<file path="config.mk">
export PLATFORM = sky130hd
export DESIGN_NAME = link_failover_state_machine_top
export DESIGN_NICKNAME = d
export VERILOG_FILES = /design/src/hdl/lfsm_pkg.sv /design/src/hdl/lfsm_next.sv /design/src/hdl/link_failover_state_machine_top.sv
export SDC_FILE = /design/constraint.sdc
export NUM_CORES = 1
export LEC_CHECK = 0
export BUFFER_PORTS_ARGS = -buffer_cell sky130_fd_sc_hd__buf_2
export CAP_MARGIN = 20
export CORE_MARGIN = 5
export CORE_UTILIZATION = 45
export CTS_BUF_LIST = sky130_fd_sc_hd__clkbuf_2 sky130_fd_sc_hd__clkbuf_4 sky130_fd_sc_hd__clkbuf_8
export DETAILED_ROUTE_END_ITERATION = 12
export SETUP_SLACK_MARGIN = 0.05
export SYNTH_ARGS = -nofsm -noshare
export SYNTH_HDL_FRONTEND = slang
export SYNTH_SLANG_ARGS = --single-unit
</file>
<file path="constraint.sdc">
create_clock -name clk -period 8.2 [get_ports clk]
set_input_delay 0.82 -clock clk [delete_from_list [all_inputs] [get_ports clk]]
set_output_delay 0.82 -clock clk [all_outputs]
set_load 0.05 [all_outputs]
</file>
<file path="src/hdl/lfsm_pkg.sv">
// ----------------------------------------------------------------------------
// Link failover package
// Mode codes, register indexes, reset values and the structs that travel
// between the link failover modules.
// ----------------------------------------------------------------------------
package lfsm_pkg;

	typedef enum logic [2:0] {
		MODE_DISCONNECTED   = 3'd0,
		MODE_PRI_CONNECTING = 3'd1,
		MODE_PRI_CONNECTED  = 3'd2,
		MODE_FB_CONNECTING  = 3'd3,
		MODE_FB_CONNECTED   = 3'd4,
		MODE_STANDALONE     = 3'd5
	} mode_t;

	typedef enum logic [1:0] {
		REG_HEARTBEAT_TIMEOUT = 2'd0,
		REG_DISCOVERY_TIMEOUT = 2'd1,
		REG_FALLBACK_DELAY    = 2'd2,
		REG_FALLBACK_ENABLED  = 2'd3
	} reg_idx_t;

	localparam logic [31:0] HEARTBEAT_TIMEOUT_RST = 32'd10000;
	localparam logic [31:0] DISCOVERY_TIMEOUT_RST = 32'd10000;
	localparam logic [31:0] FALLBACK_DELAY_RST    = 32'd30000;
	localparam logic        FALLBACK_ENABLED_RST  = 1'b1;

	typedef struct packed {
		logic [31:0] heartbeat_timeout_ms;
		logic [31:0] discovery_timeout_ms;
		logic [31:0] fallback_delay_ms;
		logic        fallback_enabled;
	} cfg_t;

	typedef struct packed {
		logic [31:0] now_ms;
		logic        gateway_known;
		logic [31:0] gateway_last_seen_ms;
		logic        fallback_link_up;
	} item_t;

	typedef struct packed {
		mode_t mode;
		logic  gateway_reachable;
		logic  flush_pulse;
		logic  mode_changed;
	} result_t;

endpackage

</file>
<file path="src/hdl/lfsm_next.sv">
// ----------------------------------------------------------------------------
// Link failover next-mode logic
// Evaluates one tick against the current mode and entry time and forms the
// result word, including the mode to be stored.
// ----------------------------------------------------------------------------
module lfsm_next (
	input  lfsm_pkg::cfg_t    cfg,
	input  lfsm_pkg::item_t   item,
	input  lfsm_pkg::mode_t   cur_mode,
	input  logic [31:0]       entry_time,
	output lfsm_pkg::result_t result
);

	logic [31:0]     age;
	logic [31:0]     elapsed;
	logic            up;
	logic            fb;
	lfsm_pkg::mode_t lost;
	lfsm_pkg::mode_t next_mode;
	logic            changed;

	// Both ages are modulo 2^32, so a wrapped clock still gives the right age.
	assign age     = item.now_ms - item.gateway_last_seen_ms;
	assign elapsed = item.now_ms - entry_time;
	assign up      = item.gateway_known && (age < cfg.heartbeat_timeout_ms);
	assign fb      = cfg.fallback_enabled && item.fallback_link_up;
	assign lost    = cfg.fallback_enabled ? lfsm_pkg::MODE_FB_CONNECTING
	                                      : lfsm_pkg::MODE_STANDALONE;

	always_comb begin
		next_mode = cur_mode;
		unique case (cur_mode)
			lfsm_pkg::MODE_DISCONNECTED: begin
				next_mode = lfsm_pkg::MODE_PRI_CONNECTING;
			end
			lfsm_pkg::MODE_PRI_CONNECTING: begin
				if (up) begin
					next_mode = lfsm_pkg::MODE_PRI_CONNECTED;
				end else if (elapsed >= cfg.discovery_timeout_ms) begin
					next_mode = lost;
				end
			end
			lfsm_pkg::MODE_PRI_CONNECTED: begin
				if (!up) begin
					next_mode = lost;
				end
			end
			lfsm_pkg::MODE_FB_CONNECTING: begin
				if (up) begin
					next_mode = lfsm_pkg::MODE_PRI_CONNECTED;
				end else if (fb) begin
					next_mode = lfsm_pkg::MODE_FB_CONNECTED;
				end else if (elapsed >= cfg.fallback_delay_ms) begin
					next_mode = lfsm_pkg::MODE_STANDALONE;
				end
			end
			lfsm_pkg::MODE_FB_CONNECTED: begin
				if (up) begin
					next_mode = lfsm_pkg::MODE_PRI_CONNECTED;
				end else if (!fb) begin
					next_mode = lost;
				end
			end
			// Standalone, and any stray code, behaves as standalone.
			default: begin
				if (up) begin
					next_mode = lfsm_pkg::MODE_PRI_CONNECTED;
				end else if (fb) begin
					next_mode = lfsm_pkg::MODE_FB_CONNECTED;
				end
			end
		endcase
	end

	assign changed = (next_mode != cur_mode);

	always_comb begin
		result.mode              = next_mode;
		result.gateway_reachable = (next_mode == lfsm_pkg::MODE_PRI_CONNECTED) ||
		                           (next_mode == lfsm_pkg::MODE_FB_CONNECTED);
		result.flush_pulse       = changed && (next_mode == lfsm_pkg::MODE_PRI_CONNECTED);
		result.mode_changed      = changed;
	end

endmodule

</file>
<file path="src/hdl/link_failover_state_machine_top.sv">
// ----------------------------------------------------------------------------
// Link failover state machine
// Keeps the transport mode of a gateway link with a fallback link and reports
// the mode, reachability and a flush pulse once per evaluation tick.
//
//   channel   handshake            payload
//   item      item_valid/stall     now_ms, gateway_known,
//                                  gateway_last_seen_ms, fallback_link_up
//   res       res_valid/stall      mode, gateway_reachable, flush_pulse,
//                                  mode_changed
//   cfg       cfg_valid/ready      cfg_index, cfg_data
//
// One word per cycle sustained while res_stall is low. A word passes
// through the input register and then the result register. The mode and
// entry time are updated as a word moves into the result register.
// res_stall holds the result register, and item_stall rises only when both
// registers are full. Reset clears mode, entry time, all configuration
// registers to their defaults and both valid flags.
// ----------------------------------------------------------------------------
module link_failover_state_machine_top (
	input  logic        clk,
	input  logic        arst_n,

	input  logic        item_valid,
	output logic        item_stall,
	input  logic [31:0] now_ms,
	input  logic        gateway_known,
	input  logic [31:0] gateway_last_seen_ms,
	input  logic        fallback_link_up,

	output logic        res_valid,
	input  logic        res_stall,
	output logic [2:0]  mode,
	output logic        gateway_reachable,
	output logic        flush_pulse,
	output logic        mode_changed,

	input  logic        cfg_valid,
	output logic        cfg_ready,
	input  logic [1:0]  cfg_index,
	input  logic [31:0] cfg_data
);

	lfsm_pkg::cfg_t    cfg_q;
	lfsm_pkg::mode_t   mode_q;
	logic [31:0]       entry_time_q;

	lfsm_pkg::item_t   item_s1;
	logic              valid_s1;
	lfsm_pkg::result_t res_s2;
	logic              valid_s2;

	lfsm_pkg::result_t next_res;
	logic              adv_s1;
	logic              take_item;

	assign cfg_ready = 1'b1;

	always_ff @(posedge clk or negedge arst_n) begin
		if (!arst_n) begin
			cfg_q.heartbeat_timeout_ms <= lfsm_pkg::HEARTBEAT_TIMEOUT_RST;
			cfg_q.discovery_timeout_ms <= lfsm_pkg::DISCOVERY_TIMEOUT_RST;
			cfg_q.fallback_delay_ms    <= lfsm_pkg::FALLBACK_DELAY_RST;
			cfg_q.fallback_enabled     <= lfsm_pkg::FALLBACK_ENABLED_RST;
		end else if (cfg_valid && cfg_ready) begin
			unique case (cfg_index)
				lfsm_pkg::REG_HEARTBEAT_TIMEOUT: cfg_q.heartbeat_timeout_ms <= cfg_data;
				lfsm_pkg::REG_DISCOVERY_TIMEOUT: cfg_q.discovery_timeout_ms <= cfg_data;
				lfsm_pkg::REG_FALLBACK_DELAY:    cfg_q.fallback_delay_ms    <= cfg_data;
				default:                         cfg_q.fallback_enabled     <= cfg_data[0];
			endcase
		end
	end

	// The word in the input register moves on whenever the result register
	// is empty or being drained this cycle.
	assign adv_s1     = valid_s1 && (!valid_s2 || !res_stall);
	assign item_stall = valid_s1 && !adv_s1;
	assign take_item  = item_valid && !item_stall;

	lfsm_next u_next (
		.cfg        (cfg_q),
		.item       (item_s1),
		.cur_mode   (mode_q),
		.entry_time (entry_time_q),
		.result     (next_res)
	);

	always_ff @(posedge clk or negedge arst_n) begin
		if (!arst_n) begin
			valid_s1     <= 1'b0;
			valid_s2     <= 1'b0;
			mode_q       <= lfsm_pkg::MODE_DISCONNECTED;
			entry_time_q <= 32'd0;
		end else begin
			if (take_item) begin
				valid_s1 <= 1'b1;
			end else if (adv_s1) begin
				valid_s1 <= 1'b0;
			end
			if (adv_s1) begin
				valid_s2 <= 1'b1;
			end else if (!res_stall) begin
				valid_s2 <= 1'b0;
			end
			if (adv_s1 && next_res.mode_changed) begin
				mode_q       <= next_res.mode;
				entry_time_q <= item_s1.now_ms;
			end
		end
	end

	always_ff @(posedge clk) begin
		if (take_item) begin
			item_s1.now_ms               <= now_ms;
			item_s1.gateway_known        <= gateway_known;
			item_s1.gateway_last_seen_ms <= gateway_last_seen_ms;
			item_s1.fallback_link_up     <= fallback_link_up;
		end
		if (adv_s1) begin
			res_s2 <= next_res;
		end
	end

	assign res_valid         = valid_s2;
	assign mode              = res_s2.mode;
	assign gateway_reachable = res_s2.gateway_reachable;
	assign flush_pulse       = res_s2.flush_pulse;
	assign mode_changed      = res_s2.mode_changed;

endmodule

</file>
# ---- After elaboration in Yosys (flattened, before gate mapping)
# Cells that the tools add are included.
dict set report totals {
  wordCells 69
  out_inout_bits 9
  ff_bits 206
  in_bits 105
}
dict set report classes {
  n_mux 16
  order_cmp 3
  n_eq_ne 10
  reduce_logical 21
  n_bitwise 1
  n_addsub 2
}
# op count
set op_table {}
lappend op_table {{>= comparator 32 bit} 2}
lappend op_table {{subtractor 32 bit} 2}
lappend op_table {{2-to-1 mux 3 bit} 11}
lappend op_table {{less-than comparator 32 bit} 1}
lappend op_table {{case mux 3 bit (5 select lines)} 1}
lappend op_table {{equality test 3 x 2 -> 1 bit (second input constant)} 3}
lappend op_table {{AND reduction 2 bit} 4}
lappend op_table {{logical AND 1 bit} 7}
lappend op_table {{equality test 3 bit (second input constant)} 2}
lappend op_table {{logical NOT 1 bit} 4}
lappend op_table {{2-to-1 mux 1 bit} 4}
lappend op_table {{equality test 3 x 1 -> 1 bit (second input constant)} 1}
lappend op_table {{logical NOT 3 bit} 1}
lappend op_table {{!= test 3 bit} 1}
lappend op_table {{OR reduction 3 bit} 1}
lappend op_table {{equality test 2 x 1 -> 1 bit (second input constant)} 1}
lappend op_table {{equality test 2 bit (second input constant)} 1}
lappend op_table {{logical NOT 2 bit} 1}
lappend op_table {{logical OR 1 bit} 2}
lappend op_table {{!= test 2 x 1 -> 1 bit (second input constant)} 1}
lappend op_table {{nonzero test 2 bit} 1}
lappend op_table {{NOT 1 bit} 1}

# ---- Longest topological paths before layout
dict set report logic_depth {
  ltp_word 8
  depth_mapped 24
  mapped_depth_nobuf 23
}

# ---- Cells and area by module
# Synthesis repeated with hierarchy kept, for this count alone.
dict set report hier_totals {
  hier_cells 1193
  area_unflattened_um2 13215.2
}
# module seq_area_each_um2 cells_per_inst instances area_per_inst_um2
set modules_own_cells {}
lappend modules_own_cells {link_failover_state_machine_top 5537.8 364 1 7245.7}
lappend modules_own_cells {lfsm_next 0.0 829 1 5969.5}

# ---- Least setup slack after synthesis
# Ideal clock, no wire load.
dict set report synth_path {
  kind {flip-flop to flip-flop}
  start {register item_s1[34] in the netlist's numbering}
  end {register entry_time_q[10]}
  path_stages_with_launch 25
  slack_ps 2949
  n_path_buf 1
  setup_ps 125
  arrival_ps 5125
  cell_sequence {edfxtp_1 > inv_1 > ha_1 > inv_1 > fa_1 > a211oi_1 > o21ai_0 > a21oi_1 > nor3_1 > o31ai_1 > a21boi_0 > a211o_1 > and2_1 > xor2_1 > ha_1 > nand4_1 > nor4_1 > o211ai_1 > a31oi_1 > nor4_1 > nor3_1 > o41ai_4 > a21oi_4 > buf_12 > mux2_4}
}
dict set report synth_between {
  elab_chain_len 8
  word_cells_on_any_way 17
}
# item line_no
set synth_rtl {}
lappend synth_rtl {{from (decl)} link_failover_state_machine_top.sv:48} ;# lfsm_pkg::item_t item_s1;
lappend synth_rtl {{subtractor 32 bit} lfsm_next.sv:24} ;# assign elapsed = item.now_ms - entry_time;
lappend synth_rtl {{>= comparator 32 bit} lfsm_next.sv:53} ;# end else if (elapsed >= cfg.fallback_delay_ms) begin
lappend synth_rtl {{2-to-1 mux 3 bit} lfsm_next.sv:53}
lappend synth_rtl {{2-to-1 mux 3 bit} lfsm_next.sv:51} ;# end else if (fb) begin
lappend synth_rtl {{2-to-1 mux 3 bit} lfsm_next.sv:49} ;# if (up) begin
lappend synth_rtl {{case mux 3 bit (5 select lines) *} lfsm_next.sv:32} ;# unique case (cur_mode)
lappend synth_rtl {{!= test 3 bit *} lfsm_next.sv:75} ;# assign changed = (next_mode != cur_mode);
lappend synth_rtl {{logical AND 1 bit *} link_failover_state_machine_top.sv:106} ;# if (adv_s1 && next_res.mode_changed) begin
lappend synth_rtl {{to (signal assigned)} link_failover_state_machine_top.sv:108} ;# entry_time_q <= item_s1.now_ms;
lappend synth_rtl {{to (decl)} link_failover_state_machine_top.sv:46} ;# logic [31:0] entry_time_q;
# Every way passes the cells marked *; elsewhere a longest branch is shown, timed or not.
# A chain may end at the register's enable or synchronous reset.

# ---- Worst setup path in the final report
dict set report layout_path {
  start {register item_s1[34] in the netlist's numbering}
  end {register entry_time_q[15]}
}
# Same word-level chain as after synthesis.

==> flow_summary.json <==
{
  "cp.arrival_ps": 7470,
  "cts_buffer_depth": 3,
  "post_drt_via_cell_ratio": 5.24,
  "grt_pass1_wl_mm": 49.2,
  "fin_setup_tns_ps": 0,
  "grtUsageTotal_pct": 18.7,
  "postCtsSetupRepairBufs": 0,
  "drive_gt1_share_pct": 23.1,
  "gp_congestion": 0.913,
  "synth_seq_cells": 206,
  "postSynthCellCount": 1229,
  "route.detailed.drc": 0,
  "synth-simple-area-share_pct": 9.43,
  "synth_xor_area_share_pct": 3.82,
  "rsz0062_at_grt": "false",
  "synth_mux_area_share_pct": 9.31,
  "syn2layout_area_growth_pct": 14.1,
  "dp_hpwl_mm": 23.8,
  "async_flop_share_pct": 65.0,
  "cp_max_fo": 20,
  "pre_cts_slack_ps": 1220,
  "final_common_cell": "inv_1",
  "initial_utilization_pct": 45.5,
  "clk_latency_ps": 550,
  "core_area_mm2": 0.0287,
  "grt_pass1_vias": 9216,
  "worstSetupPathType": "flip-flop to flip-flop",
  "synth_seq_area_share_pct": 42.4,
  "clk_pin_slew_ps": 60,
  "power_density_mw_per_mm2": 347,
  "fillCellCount": 2655,
  "synth_nets": 1493,
  "ys_warn_count": 0,
  "worstMarginPinSlew_ps": 1060,
  "synth_flop_cell": "dfrtp_1",
  "grt_max_degree": 78,
  "fin_crit_ps": 7040,
  "synth-compound-area-share_pct": 13.6,
  "max_slew_margin_pct": 28.9,
  "synth.distinct_cells": 70,
  "final.setup.worst_slack_ps": 1160,
  "initialDrtViolationCount": 469,
  "ir_worst_vdd_mv": 0.121,
  "hp-class": "primary input to asynchronous set/reset pin",
  "r2r_slack_ps": 1160,
  "fin_crit_sh_pct": 85.9,
  "io_buffers": 112,
  "setup_violations": 0,
  "die_y_um": 180,
  "synthAdderAreaFrac_pct": 15.3,
  "io_pins": 114,
  "netlist_area_mm2": 0.0131,
  "cts_buffers": 40,
  "grt_antenna_before_repair": 0,
  "synth_top_family_by_area": "adder cells",
  "worstPathRequired_ps": 8620,
  "syn_avg_cell_area_um2": 10.6,
  "die_area_mm2": 0.0325,
  "status": "complete, no violations",
  "htree_levels": 2,
  "grt.overflow.total": 0,
  "rows": 62,
  "slew_violations": 0,
  "final_nets": 1633,
  "wl_per_cell_um": 17.3,
  "hold_buffers": 0,
  "hold_viol": 0,
  "start_kind": "flip-flop",
  "cp-end-kind": "flip-flop",
  "fmax_ghz": 0.142,
  "synth-edff-count": 72,
  "cts_tree": "yes",
  "final_cell_mix": "inv_1 (174), ha_1 (157), dfrtp_1 (116), buf_2 (111), nand2_1 (79)",
  "dr_total_vias": 9358,
  "drt.antenna.violating_nets": 0,
  "routed_wl_mm": 30.9,
  "drv_cap": 0,
  "post_cts_resized": 0,
  "fin_skew_ps": 19.4,
  "dieWidth_um": 180,
  "cellLeakagePower_nw": 7.07,
  "cts-root-buf": "clkbuf_8",
  "drt-pass1-iter-count": 7,
  "clock-sinks": 206,
  "n_antenna_cell": 0
}
[final timing paths]
check	from	endpoint	cells past startpoint
worst max register to register	item_s1[34]$_DFFE_PP_	entry_time_q[15]$_DFFE_PN0P_	24
max in group asynchronous	arst_n	cfg_q[19]$_DFFE_PN0P_	2
worst min register to register	cfg_q[47]$_DFFE_PN0P_	cfg_q[47]$_DFFE_PN0P_	1
min in group clk	gateway_last_seen_ms[10]	item_s1[11]$_DFFE_PP_	1
worst max-delay path	item_s1[34]$_DFFE_PP_	entry_time_q[15]$_DFFE_PN0P_	24
worst min-delay path	arst_n	entry_time_q[6]$_DFFE_PN0P_	1
[through the flow]
step                area, µm²  hold WS [ps]  util [%]  instances  power (mW)
finish                  14900           232      51.9       1785        5.17
global placement        14000           480      48.9       1711        3.99
detailed placement      14000           485      48.9       1711        4.05
CTS                     14900           240      51.9       1785        5.19
global route            14900           245      51.9       1785        5.60
floorplan               13100           457         -       1229        3.41
[per-layer routing]
| layer | global-route usage [%] | share of wire [%] |
|---|---|---|
| met3 | 3.35 | 4.3 |
| met2 | 27.8 | 42 |
| met4 | 4.45 | 1.7 |
| met1 | 28.4 | 52 |
| met5 | 0 | 0 |
[cell families (layout without fill, tap and decap cells)]
group,count (synthesis),after routing
DFF,206,206
and+or+nand+nor,243,243
AOI/OAI and AO/OA,270,270
muxes,98,98
adders and majority gates,159,159
xor gates and xnor gates,57,57
other,1,1
buffers and inverters,195,367
[state kept, by name (all words and copies together) (netlist names)]
signal,cells
gateway_reachable,1
flush_pulse,1
mode_q,3
entry_time_q,32
valid_s1,1
mode_changed,1
res_valid,1
mode,3
cfg_q,97
item_s1,66
[cell usage after synthesis, types with 4 or more instances]
cell type | count | share of area, %
nand3_1 | 21 | 0.80
and4_1 | 7 | 0.47
and3_1 | 12 | 0.57
clkbuf_1 | 13 | 0.37
a21o_1 | 32 | 1.8
dfrtp_1 | 116 | 22
nor3_1 | 18 | 0.69
a21oi_1 | 77 | 3.0
nand4_1 | 16 | 0.77
nand2b_1 | 19 | 0.91
nand2_1 | 79 | 2.3
a211o_1 | 7 | 0.47
a31oi_1 | 8 | 0.38
xnor2_1 | 43 | 2.9
inv_1 | 174 | 5.0
o211ai_1 | 5 | 0.29
edfxtp_1 | 72 | 17
o2111ai_1 | 4 | 0.27
a2111oi_0 | 5 | 0.34
nor2_1 | 32 | 0.92
or3_1 | 4 | 0.19
nor4_1 | 6 | 0.29
nor2b_1 | 9 | 0.43
and2_1 | 7 | 0.34
o21ai_0 | 68 | 2.6
ha_1 | 157 | 15
o21bai_1 | 7 | 0.40
a211oi_1 | 10 | 0.57
o21a_1 | 9 | 0.52
xor2_1 | 14 | 0.94
dfstp_2 | 18 | 3.6
mux2_4 | 30 | 3.4
mux2_2 | 68 | 5.9
o31ai_1 | 4 | 0.23
[where the power goes]
| group | internal, mW | switching, mW |
|---|---|---|
| combinational | 1.15 | 1.49 |
| clock | 0.643 | 0.460 |
| sequential | 1.30 | 0.121 |
| total | 3.10 | 2.07 |
[worst max-delay path: stages (launching register included)]
cell and delay (ps):
edfxtp_1 370, inv_1 90, ha_1 190, inv_1 60, fa_1 420, a211oi_1 280, o21ai_0 140, a21oi_1 280
nor3_1 130, o31ai_1 370, a21boi_0 310, a211o_1 380, and2_1 170, o211ai_1 260, ha_1 180, nand4_1 160
nor4_1 530, o211ai_1 160, a31oi_1 230, nor4_1 90, nor3_1 400, o41ai_4 160, a21oi_4 860, buf_4 350
mux2_4 310
[layout make-up]
type	count	area, µm²	share of cell area, %
Multi-Input combinational cell	828	6740	45.2
Sequential cell	206	5540	37.2
Inverter	174	653	4.38
Timing Repair Buffer	119	619	4.16
Clock inverter	16	135	0.907
Clock buffer	58	736	4.94
Tap cell	384	480	3.22
Power figures use the tool's default switching activity.
